### src/hw/rtl/rqds_pkg.sv
// types and constants shared by the ready queue dispatch selector
`default_nettype none

package rqds_pkg;

    localparam logic       CMD_ENQUEUE  = 1'b0;
    localparam logic       CMD_SCHEDULE = 1'b1;

    localparam logic [1:0] POLICY_FCFS  = 2'd0;
    localparam logic [1:0] POLICY_EDF   = 2'd1;
    localparam logic [1:0] POLICY_RM    = 2'd2;

    typedef struct packed {
        logic        command;
        logic [3:0]  task_id;
        logic [31:0] task_deadline;
        logic [31:0] task_period;
        logic        cpu_busy;
    } t_in_item;

    typedef struct packed {
        logic       dispatch_valid;
        logic [3:0] dispatched_task;
        logic [3:0] queue_count;
        logic       enqueue_dropped;
    } t_out_item;

    typedef struct packed {
        logic [3:0]  task_id;
        logic [31:0] deadline;
        logic [31:0] period;
    } t_entry;

    typedef struct packed {
        logic      valid;
        t_out_item item;
    } t_eng_res;

endpackage

`default_nettype wire

### src/hw/rtl/rqds_if.sv
// valid/ready channel interfaces for input items and results
`default_nettype none

interface rqds_in_if;
    logic               valid;
    logic               ready;
    rqds_pkg::t_in_item data;

    modport source (output valid, output data, input ready);
    modport sink   (input valid, input data, output ready);
endinterface

interface rqds_out_if;
    logic                valid;
    logic                ready;
    rqds_pkg::t_out_item data;

    modport source (output valid, output data, input ready);
    modport sink   (input valid, input data, output ready);
endinterface

`default_nettype wire

### src/hw/rtl/rqds_ram.sv
// generic single write port, single read port ram with registered read
`default_nettype none

module rqds_ram #(
    parameter int  WIDTH = 8,
    parameter int  DEPTH = 8,
    localparam int AW    = (DEPTH > 1) ? $clog2(DEPTH) : 1
) (
    input  wire logic             i_clk,
    input  wire logic             i_we,
    input  wire logic [AW-1:0]    i_waddr,
    input  wire logic [WIDTH-1:0] i_wdata,
    input  wire logic             i_re,
    input  wire logic [AW-1:0]    i_raddr,
    output logic      [WIDTH-1:0] o_rdata
);

    logic [WIDTH-1:0] r_mem [DEPTH];

    always_ff @(posedge i_clk) begin
        if (i_we) begin
            r_mem[i_waddr] <= i_wdata;
        end
        if (i_re) begin
            o_rdata <= r_mem[i_raddr];
        end
    end

endmodule

`default_nettype wire

### src/hw/rtl/rqds_engine.sv
// queue sequencer: append, minimum scan and close-up over the entry ram
`default_nettype none

module rqds_engine #(
    parameter int QUEUE_DEPTH = 8
) (
    input  wire logic                i_clk,
    input  wire logic                i_rst_n,
    input  wire logic                i_in_valid,
    input  wire rqds_pkg::t_in_item  i_in_item,
    output logic                     o_in_ready,
    input  wire logic [1:0]          i_policy,
    output rqds_pkg::t_eng_res       o_res,
    input  wire logic                i_res_take
);
    import rqds_pkg::*;

    localparam int AW = (QUEUE_DEPTH > 1) ? $clog2(QUEUE_DEPTH) : 1;
    localparam int CW = $clog2(QUEUE_DEPTH + 1);
    localparam logic [CW-1:0] CNT_FULL = CW'(QUEUE_DEPTH);

    localparam logic [1:0] S_IDLE  = 2'd0;
    localparam logic [1:0] S_SCAN  = 2'd1;
    localparam logic [1:0] S_SHIFT = 2'd2;
    localparam logic [1:0] S_EMIT  = 2'd3;

    logic [1:0]    r_state, n_state;
    logic [CW-1:0] r_cnt, n_cnt;
    logic [CW-1:0] r_rd_ptr, n_rd_ptr;
    logic          r_dv, n_dv;
    logic [AW-1:0] r_dv_ptr, n_dv_ptr;
    logic [CW-1:0] r_scan_len, n_scan_len;
    logic          r_key_sel, n_key_sel;
    logic [31:0]   r_best_key, n_best_key;
    logic [AW-1:0] r_best_idx, n_best_idx;
    logic [3:0]    r_best_task, n_best_task;
    t_out_item     r_res, n_res;

    logic                 ram_we;
    logic [AW-1:0]        ram_waddr;
    t_entry               ram_wdata;
    logic                 ram_re;
    logic [AW-1:0]        ram_raddr;
    logic [$bits(t_entry)-1:0] ram_rdata;
    t_entry               rd_entry;
    logic [31:0]          rd_key;

    rqds_ram #(
        .WIDTH ($bits(t_entry)),
        .DEPTH (QUEUE_DEPTH)
    ) u_entry_ram (
        .i_clk   (i_clk),
        .i_we    (ram_we),
        .i_waddr (ram_waddr),
        .i_wdata (ram_wdata),
        .i_re    (ram_re),
        .i_raddr (ram_raddr),
        .o_rdata (ram_rdata)
    );

    assign rd_entry = t_entry'(ram_rdata);
    assign rd_key   = r_key_sel ? rd_entry.deadline : rd_entry.period;

    always_comb begin
        n_state     = r_state;
        n_cnt       = r_cnt;
        n_rd_ptr    = r_rd_ptr;
        n_dv        = 1'b0;
        n_dv_ptr    = r_dv_ptr;
        n_scan_len  = r_scan_len;
        n_key_sel   = r_key_sel;
        n_best_key  = r_best_key;
        n_best_idx  = r_best_idx;
        n_best_task = r_best_task;
        n_res       = r_res;

        ram_we             = 1'b0;
        ram_waddr          = r_cnt[AW-1:0];
        ram_wdata.task_id  = i_in_item.task_id;
        ram_wdata.deadline = i_in_item.task_deadline;
        ram_wdata.period   = i_in_item.task_period;
        ram_re             = 1'b0;
        ram_raddr          = r_rd_ptr[AW-1:0];

        unique case (r_state)
            S_IDLE: begin
                if (i_in_valid) begin
                    n_res.dispatch_valid  = 1'b0;
                    n_res.dispatched_task = 4'd0;
                    n_res.queue_count     = 4'(r_cnt);
                    n_res.enqueue_dropped = 1'b0;
                    n_state               = S_EMIT;
                    if (i_in_item.command == CMD_ENQUEUE) begin
                        if (r_cnt < CNT_FULL) begin
                            ram_we            = 1'b1;
                            n_cnt             = r_cnt + CW'(1);
                            n_res.queue_count = 4'(r_cnt + CW'(1));
                        end else begin
                            n_res.enqueue_dropped = 1'b1;
                        end
                    end else if (!i_in_item.cpu_busy && r_cnt != '0) begin
                        n_rd_ptr   = '0;
                        n_key_sel  = (i_policy == POLICY_EDF);
                        n_scan_len = (i_policy == POLICY_EDF || i_policy == POLICY_RM)
                                     ? r_cnt : CW'(1);
                        n_state    = S_SCAN;
                    end
                end
            end
            S_SCAN: begin
                if (r_rd_ptr < r_scan_len) begin
                    ram_re   = 1'b1;
                    n_rd_ptr = r_rd_ptr + CW'(1);
                    n_dv     = 1'b1;
                    n_dv_ptr = r_rd_ptr[AW-1:0];
                end
                if (r_dv) begin
                    // first entry seeds the minimum, later ones replace it only when smaller
                    if (r_dv_ptr == '0 || rd_key < r_best_key) begin
                        n_best_key  = rd_key;
                        n_best_idx  = r_dv_ptr;
                        n_best_task = rd_entry.task_id;
                    end
                    if (CW'(r_dv_ptr) + CW'(1) == r_scan_len) begin
                        n_rd_ptr = CW'(n_best_idx) + CW'(1);
                        n_dv     = 1'b0;
                        n_state  = S_SHIFT;
                    end
                end
            end
            S_SHIFT: begin
                if (r_rd_ptr < r_cnt) begin
                    ram_re   = 1'b1;
                    n_rd_ptr = r_rd_ptr + CW'(1);
                    n_dv     = 1'b1;
                    n_dv_ptr = r_rd_ptr[AW-1:0];
                end
                if (r_dv) begin
                    // move entry down one slot, write always trails the read
                    ram_we    = 1'b1;
                    ram_waddr = r_dv_ptr - AW'(1);
                    ram_wdata = rd_entry;
                end else if (r_rd_ptr >= r_cnt) begin
                    n_cnt                 = r_cnt - CW'(1);
                    n_res.dispatch_valid  = 1'b1;
                    n_res.dispatched_task = r_best_task;
                    n_res.queue_count     = 4'(r_cnt - CW'(1));
                    n_res.enqueue_dropped = 1'b0;
                    n_state               = S_EMIT;
                end
            end
            S_EMIT: begin
                if (i_res_take) begin
                    n_state = S_IDLE;
                end
            end
        endcase
    end

    always_ff @(posedge i_clk) begin
        if (!i_rst_n) begin
            r_state <= S_IDLE;
            r_cnt   <= '0;
            r_dv    <= 1'b0;
        end else begin
            r_state <= n_state;
            r_cnt   <= n_cnt;
            r_dv    <= n_dv;
        end
    end

    always_ff @(posedge i_clk) begin
        r_rd_ptr    <= n_rd_ptr;
        r_dv_ptr    <= n_dv_ptr;
        r_scan_len  <= n_scan_len;
        r_key_sel   <= n_key_sel;
        r_best_key  <= n_best_key;
        r_best_idx  <= n_best_idx;
        r_best_task <= n_best_task;
        r_res       <= n_res;
    end

    assign o_in_ready = (r_state == S_IDLE);
    assign o_res      = {(r_state == S_EMIT), r_res};

endmodule

`default_nettype wire

### src/hw/rtl/ready_queue_dispatch_selector.sv
// top level of the ready queue dispatch selector
//
//  channel  dir  handshake          payload
//  i_in     in   valid/ready        command, task_id, task_deadline, task_period, cpu_busy
//  o_out    out  valid/ready        dispatch_valid, dispatched_task, queue_count, enqueue_dropped
//  i_cfg    in   write enable only  policy_mode (2 bits)
//
//  one item in flight; an enqueue or a refused schedule goes from idle to the emit state, then to the output register
//  a dispatch does one ram read per cycle for the key scan
//  (one read under fcfs), then one read and one write per cycle to close up the queue
//  reset empties the queue and selects fcfs; entry contents are not cleared
//  a held result in the output register does not block the next transfer on i_in
`default_nettype none

module ready_queue_dispatch_selector #(
    parameter int QUEUE_DEPTH = 8
) (
    input  wire logic        i_clk,
    input  wire logic        i_rst_n,
    rqds_in_if.sink          i_in,
    rqds_out_if.source       o_out,
    input  wire logic        i_cfg_we,
    input  wire logic [1:0]  i_cfg_wdata
);
    import rqds_pkg::*;

    logic [1:0] r_policy_mode;
    logic       r_out_valid;
    t_out_item  r_out_item;
    logic       eng_in_ready;
    t_eng_res   eng_res;
    logic       res_take;

    always_ff @(posedge i_clk) begin
        if (!i_rst_n) begin
            r_policy_mode <= POLICY_FCFS;
        end else if (i_cfg_we) begin
            r_policy_mode <= i_cfg_wdata;
        end
    end

    rqds_engine #(
        .QUEUE_DEPTH (QUEUE_DEPTH)
    ) u_engine (
        .i_clk      (i_clk),
        .i_rst_n    (i_rst_n),
        .i_in_valid (i_in.valid),
        .i_in_item  (i_in.data),
        .o_in_ready (eng_in_ready),
        .i_policy   (r_policy_mode),
        .o_res      (eng_res),
        .i_res_take (res_take)
    );

    assign i_in.ready = eng_in_ready;
    assign res_take   = eng_res.valid && (!r_out_valid || o_out.ready);

    // output register
    always_ff @(posedge i_clk) begin
        if (!i_rst_n) begin
            r_out_valid <= 1'b0;
        end else if (res_take) begin
            r_out_valid <= 1'b1;
        end else if (o_out.ready) begin
            r_out_valid <= 1'b0;
        end
    end

    always_ff @(posedge i_clk) begin
        if (res_take) begin
            r_out_item <= eng_res.item;
        end
    end

    assign o_out.valid = r_out_valid;
    assign o_out.data  = r_out_item;

`ifndef SYNTHESIS
    a_ready_excl_result: assert property (@(posedge i_clk) disable iff (!i_rst_n)
        !(eng_in_ready && eng_res.valid))
        else $error("engine ready while a result is pending");

    a_take_fills_out: assert property (@(posedge i_clk) disable iff (!i_rst_n)
        res_take |=> r_out_valid)
        else $error("result taken but output register empty");

    a_dispatch_not_dropped: assert property (@(posedge i_clk) disable iff (!i_rst_n)
        (r_out_valid && r_out_item.dispatch_valid) |-> !r_out_item.enqueue_dropped)
        else $error("dispatch and drop flagged together");

    a_idle_task_zero: assert property (@(posedge i_clk) disable iff (!i_rst_n)
        (r_out_valid && !r_out_item.dispatch_valid)
            |-> (r_out_item.dispatched_task == 4'd0))
        else $error("task id nonzero without dispatch");
`endif

endmodule

`default_nettype wire
### src/flat_wrapper.sv
// flat-port wrapper written by rule: the top's interface ports become plain ports
module ready_queue_dispatch_selector_flat import rqds_pkg::*;
#(
    parameter int QUEUE_DEPTH = 8
)
  (i_clk, i_rst_n, i_cfg_we, i_cfg_wdata, i_in_valid, i_in_data, i_in_ready, o_out_valid, o_out_data, o_out_ready);
  rqds_in_if i_in_i ();
  rqds_out_if o_out_i ();
  input  wire logic i_clk;
  input  wire logic i_rst_n;
  input  wire logic i_cfg_we;
  input  wire logic [1:0] i_cfg_wdata;
  input wire logic [$bits(i_in_i.valid)-1:0] i_in_valid;
  input wire logic [$bits(i_in_i.data)-1:0] i_in_data;
  output wire logic [$bits(i_in_i.ready)-1:0] i_in_ready;
  output wire logic [$bits(o_out_i.valid)-1:0] o_out_valid;
  output wire logic [$bits(o_out_i.data)-1:0] o_out_data;
  input wire logic [$bits(o_out_i.ready)-1:0] o_out_ready;
  assign i_in_i.valid = i_in_valid;
  assign i_in_i.data = i_in_data;
  assign i_in_ready = i_in_i.ready;
  assign o_out_valid = o_out_i.valid;
  assign o_out_data = o_out_i.data;
  assign o_out_i.ready = o_out_ready;
  ready_queue_dispatch_selector #(.QUEUE_DEPTH(QUEUE_DEPTH)) u_core (.i_clk(i_clk), .i_rst_n(i_rst_n), .i_in(i_in_i), .o_out(o_out_i), .i_cfg_we(i_cfg_we), .i_cfg_wdata(i_cfg_wdata));
endmodule
### config.mk
export PLATFORM = sky130hd
export DESIGN_NAME = ready_queue_dispatch_selector_flat
export DESIGN_NICKNAME = d
export VERILOG_FILES = /design/src/hw/rtl/rqds_pkg.sv /design/src/hw/rtl/rqds_if.sv /design/src/hw/rtl/rqds_ram.sv /design/src/hw/rtl/rqds_engine.sv /design/src/hw/rtl/ready_queue_dispatch_selector.sv /design/src/flat_wrapper.sv
export SDC_FILE = /design/constraint.sdc
export NUM_CORES = 1
export LEC_CHECK = 0
export ABC_AREA = 1
export BUFFER_PORTS_ARGS = -buffer_cell sky130_fd_sc_hd__buf_2
export CAP_MARGIN = 20
export CELL_PAD_IN_SITES_DETAIL_PLACEMENT = 1
export CELL_PAD_IN_SITES_GLOBAL_PLACEMENT = 1
export CORE_AREA = 5 5 287 289
export DETAILED_ROUTE_END_ITERATION = 10
export DIE_AREA = 0 0 292 294
export GPL_TIMING_DRIVEN = 0
export PLACE_DENSITY_LB_ADDON = 0.08
export SLEW_MARGIN = 40
export SYNTH_ARGS = -nofsm -noshare
export SYNTH_HDL_FRONTEND = slang
export SYNTH_SLANG_ARGS = --single-unit
### constraint.sdc
create_clock -name i_clk -period 16.9 [get_ports i_clk]
set_clock_uncertainty 0.2 [all_clocks]
set_input_delay 3.38 -clock i_clk [delete_from_list [all_inputs] [get_ports i_clk]]
set_output_delay 3.38 -clock i_clk [all_outputs]
set_load 0.02 [all_outputs]
---- Word-level counts from Yosys, hierarchy flattened ----
Memory sizes are Yosys's and may differ from the RTL's. A register that Yosys moved wholly into a read port is not among the register bits.
Cells that the tools add are included.
W data, S select, Z words.
word-level totals
  input bits .............................. 77
  output and inout port bits .............. 12
  memories ................................ 1
  RAM bits ................................ 544
  bits in latches ......................... 0
  ROM bits ................................ 0
  flip-flop bits (word level) ............. 81
operators by class
  shift-type cells ........................ 0
  div/mod/pow operators ................... 0
  reduce and logical (&&, ||, !) cells .... 22
  bitwise operators ....................... 0
  $add $sub $neg .......................... 6
  equal/unequal tests ..................... 17
  multiply operators ...................... 0
  order comparisons ....................... 5
  multiplexer cells ....................... 55
memory list
  name                               words  width  read ports  clocked after memory_dff  write ports  RTL line        RTL
  u_core.u_engine.u_entry_ram.r_mem  8      68     1           1                         1            rqds_ram.sv:18  logic [WIDTH-1:0] r_mem [DEPTH];
operators by type and width
  cell                   count
  $mux W68               2
  $mux W4                12
  $lt A32 B32 Y1         1
  $mux W32               1
  $mux W10               3
  $mux W3                7
  $ne A2 B2 Y1 const B   10
  $pmux W10 S2           1
  $mux W2                8
  $mux W1                13
  $pmux W4 S3            1
  $reduce_and A5 Y1      2
  $add A3 B1 Y4 const B  2
  $add A4 B1 Y4 const B  2
  $lt A4 B4 Y1           2
  $pmux W2 S4            1
  $pmux W4 S2            1
  $reduce_and A4 Y1      2
  $eq A2 B2 Y1 const B   3
  $pmux W1 S2            3
  $pmux W3 S2            1
  $reduce_and A3 Y1      2
  $reduce_and A6 Y1      1
  $reduce_bool A2 Y1     3
  other kinds (16)       21

---- Depth between registers and ports, before layout ----
  word-level depth ........................ 10
  mapped depth ............................ 25
  depth with buffers taken out ............ 23

---- Hierarchy ----
Synthesis repeated with hierarchy kept, for this count alone.
unflattened totals
  cells, all modules ...................... 3152
  area, all modules ....................... 31222.4 um^2
modules (own cells, without submodules)
  module                         times used  cells each  area each (um^2)
  rqds_ram                       1           2436        25695.9
  rqds_engine                    1           690         5108.6
  ready_queue_dispatch_selector  1           26          417.9

---- Worst setup path after synthesis ----
No wires, ideal clock.
  kind .................................... input to register
  start point ............................. in i_in_data[69]
  end point ............................... mem u_core.u_engine.u_entry_ram.r_mem[6][0] in the netlist's numbering, enable pin
  slack ................................... 9.466 ns
  stages .................................. 5
  arrival ................................. 6.739 ns
  path buffers ............................ 0
  setup time .............................. 0.495 ns
  required time ........................... 16.205 ns
  cell sequence ........................... inv_1 nand2_1 o21ai_0 nand2_1 nor2_1
between the ends
  longest elaborated chain between the ends .. 5
RTL lines
  item                           RTL line            RTL
  start, declared                flat_wrapper.sv:14  input wire logic [$bits(i_in_i.data)-1:0] i_in_data;
  $mux W1                        rqds_engine.sv:93   if (i_in_item.command == CMD_ENQUEUE) begin
  $mux W1                        rqds_engine.sv:87   if (i_in_valid) begin
  $pmux W1 S2                    rqds_engine.sv:85   unique case (r_state)
  $mux W1                        rqds_ram.sv:21      if (i_we) begin
  $mux W1 (implied by the code)  rqds_ram.sv:22      r_mem[i_waddr] <= i_wdata;
  end, declared                  rqds_ram.sv:18
Every way passes these cells.

---- Worst setup path after layout ----
  start point ............................. in i_in_data[69]
  end point ............................... mem u_core.u_engine.u_entry_ram.r_mem[1][46] in the netlist's numbering, enable pin
Same word-level chain as after synthesis.

==> impl_metrics.json <==
{
  "status": "complete, no violations",
  "antenna_found_initial": 4,
  "h-tree-depth": 3,
  "hold_viol": 0,
  "crit_path_cell_trace": "buf_2, inv_1, nand2_1, o21ai_0, nand2_1, nor2_4, buf_8, buf_8, buf_8",
  "place_hpwl_um": 64000,
  "cts_hold_buf": 0,
  "viasPerCell": 5.22,
  "synth_area_leader_cell": "edfxtp_1",
  "rsz0062_at_grt": "no",
  "cts_buffers": 80,
  "endpoint_kind": "flip-flop",
  "mostFrequentLayoutCells": "edfxtp_1, nor2_1, o21ai_0",
  "p_leak_nw": 11.9,
  "drt_pass1_iterations": 5,
  "final_max_slew_viol_count": 0,
  "ant_nets": 0,
  "syn_avg_cell_area_um2": 12.2,
  "min_path_type": "flip-flop to flip-flop",
  "die_y_um": 294,
  "drive_gt1_share_pct": 11.7,
  "pin_count": 89,
  "die_area_um2": 85800,
  "tightest_slew_ns": 0.899,
  "crit_family": "simple AND/OR/NAND/NOR gates",
  "cts_tree": "done",
  "r2r-start": "u_core.u_engine.r_rd_ptr[0]",
  "ir_drop_uv": 73.7,
  "clock-root-buffer": "clkbuf_16",
  "synth_top_cells_by_area": "edfxtp_1, nor2_1, o21ai_0, nand2_1, ha_1",
  "yosys_warnings": 0,
  "postCtsSetupBuffers": 0,
  "num_vias": 19227,
  "cp_slowest_cell": "nor2_4",
  "nets": 2681,
  "initial_core_util_pct": 35.6,
  "cts_sinks": 693,
  "pwr_density_cell_nw_per_um2": 166,
  "synth.cell_area_um2": 28400,
  "cp.arrival_ns": 5.56,
  "grt_pass1_vias": 20029,
  "path_clk_slew_ns": 0.06,
  "ys_seq_elements": 693,
  "port_buffers": 88,
  "min_period_over_period_pct": 32.2,
  "critPathRequiredTime_ns": 17.02,
  "finalSetupViolCount": 0,
  "routedWlPerCell_um": 25.3,
  "die_x_um": 292,
  "cp_num_buf_inv": 5,
  "gp_congestion": 0.817,
  "clkLatencyLatePin_ns": 0.62,
  "grt_overflow": 0,
  "critical-path-max-stage-delay_ns": 0.50,
  "max_freq_mhz": 184,
  "clockBufferDepth": 3,
  "critPathMostFrequentCell": "buf_8",
  "grt_max_degree": 16,
  "max_cap_viol_count": 0,
  "post_cts_resized": 0,
  "syn_nets": 2457,
  "dp.cells": 3532,
  "synth_cells": 2330,
  "period_needed_ns": 5.45,
  "hp-start": "u_core.u_engine.o_res[6]",
  "areaGrowthSynthToFinish_pct": 19.2,
  "wl_um": 93100,
  "core_area_um2": 79600,
  "maxSlewHeadroom_pct": 40.1,
  "final_common_cell": "edfxtp_1",
  "cp-start-kind": "input port",
  "synth_top_area_share_pct": 72.3,
  "rows": 104,
  "fin_cells": 3680,
  "track_usage_pct": 21.3,
  "drc": 0,
  "ys_types": 40,
  "drtIter0Drc": 1461,
  "tns_ns": 0,
  "ys_seq_area_share_pct": 73.0,
  "grt_pass1_wl_um": 136000,
  "crit_start": "i_in_data[69]",
  "crit_fanout": 15,
  "crit_type": "input port to flip-flop"
}
## Yosys cell counts
library cell / instances
clkinv_1: 1
a21oi_2: 1
buf_6: 1
dfxtp_1: 10
buf_1: 15
ha_1: 50
edfxtp_1: 683
nand2_4: 1
nor3_1: 4
or2_2: 5
inv_1: 107
nand3_1: 15
a21boi_0: 1
o31a_1: 1
a211oi_2: 1
nor2_1: 503
a211oi_1: 3
nand3_2: 3
o211a_1: 1
o211ai_1: 4
xor2_1: 4
buf_2: 16
a32oi_1: 1
o22ai_1: 68
clkbuf_1: 98
o221ai_1: 1
xnor2_1: 5
o21a_1: 1
o21ai_1: 2
inv_2: 3
o21ai_0: 359
a21oi_1: 36
nor4_1: 1
and2_1: 1
nand2_1: 242
nand2_2: 7
a31oi_1: 69
nand4_1: 4
o21bai_2: 1
or2_0: 1
## state kept, by name, summed over array words and instances (netlist names), 2 cells and up
signal	flops
u_core.u_engine.r_best_idx	3
u_core.u_engine.r_best_key	32
u_core.u_engine.r_dv_ptr	3
u_core.u_engine.u_entry_ram.r_mem	544
u_core.o_out.data	10
u_core.u_engine.r_best_task	4
u_core.u_engine.r_rd_ptr	4
u_core.r_policy_mode	2
u_core.u_engine.r_cnt	4
u_core.u_engine.o_res	10
u_core.u_engine.u_entry_ram.o_rdata	68
u_core.u_engine.r_state	2
u_core.u_engine.r_scan_len	4
## final cells by class
| type | instances | area (um^2) |
|---|---|---|
| clock buffer | 106 | 2160 |
| timing repair buffer | 142 | 1540 |
| clock inverter | 40 | 320 |
| inverter | 111 | 417 |
| fill | 8424 | 45800 |
| multi-input combinational | 1396 | 6830 |
| buffer | 130 | 524 |
| tap | 1060 | 1330 |
| antenna | 2 | 5.00 |
| sequential | 693 | 20700 |
## power breakdown
part | switching (mW) | leakage [nW] | total, mW | internal [mW]
Combinational | 1.23 | 4.42 | 1.71 | 0.481
Clock | 0.692 | 1.21 | 1.67 | 0.975
Sequential | 0.0827 | 6.26 | 2.23 | 2.14
Total | 2.01 | 11.9 | 5.61 | 3.60
## per-stage QoR
step	power [mW]	hold slack (ns)	worst slack (ns)	area (um^2)	util, %
final	5.61	0.220	11.45	33800	42.5
after global routing	5.91	0.234	11.29	33800	42.5
after CTS	5.67	0.222	11.45	33800	42.5
after global placement	3.89	0.203	5.16	30100	37.9
after floorplan	3.20	0.200	9.47	28400	-
after detailed placement	3.99	0.209	10.78	31300	39.4
## final timing paths
check,end,slack [ns],depth (start not counted)
max,u_core.u_engine.u_entry_ram.r_mem[1][46],11.45,9
min,u_core.o_out.data[6],0.22,0
max reg2reg,u_core.u_engine.u_entry_ram.o_rdata[44],12.03,15
min reg2reg,u_core.o_out.data[6],0.22,0
## kinds of logic after synthesis
family	synth area share, %
AOI/OAI and AO/OA	10.5
and+or+nand+nor	10.8
xor gates and xnor gates	0.278
buffers and inverters	3.28
adders and majority gates	2.20
DFF	73.0
## per-layer routing
layer / GRT usage (%) / vias up / routed length (um) / part of all wire, %
met4: 5.77 / 0 / 1970 / 2.1
li1: - / 8789 / - / -
met5: 0 / - / 0 / 0
met3: 2.78 / 111 / 4310 / 4.6
met2: 35.2 / 465 / 43900 / 47
met1: 30.0 / 9862 / 42900 / 46
Power figures use the tool's default switching activity.
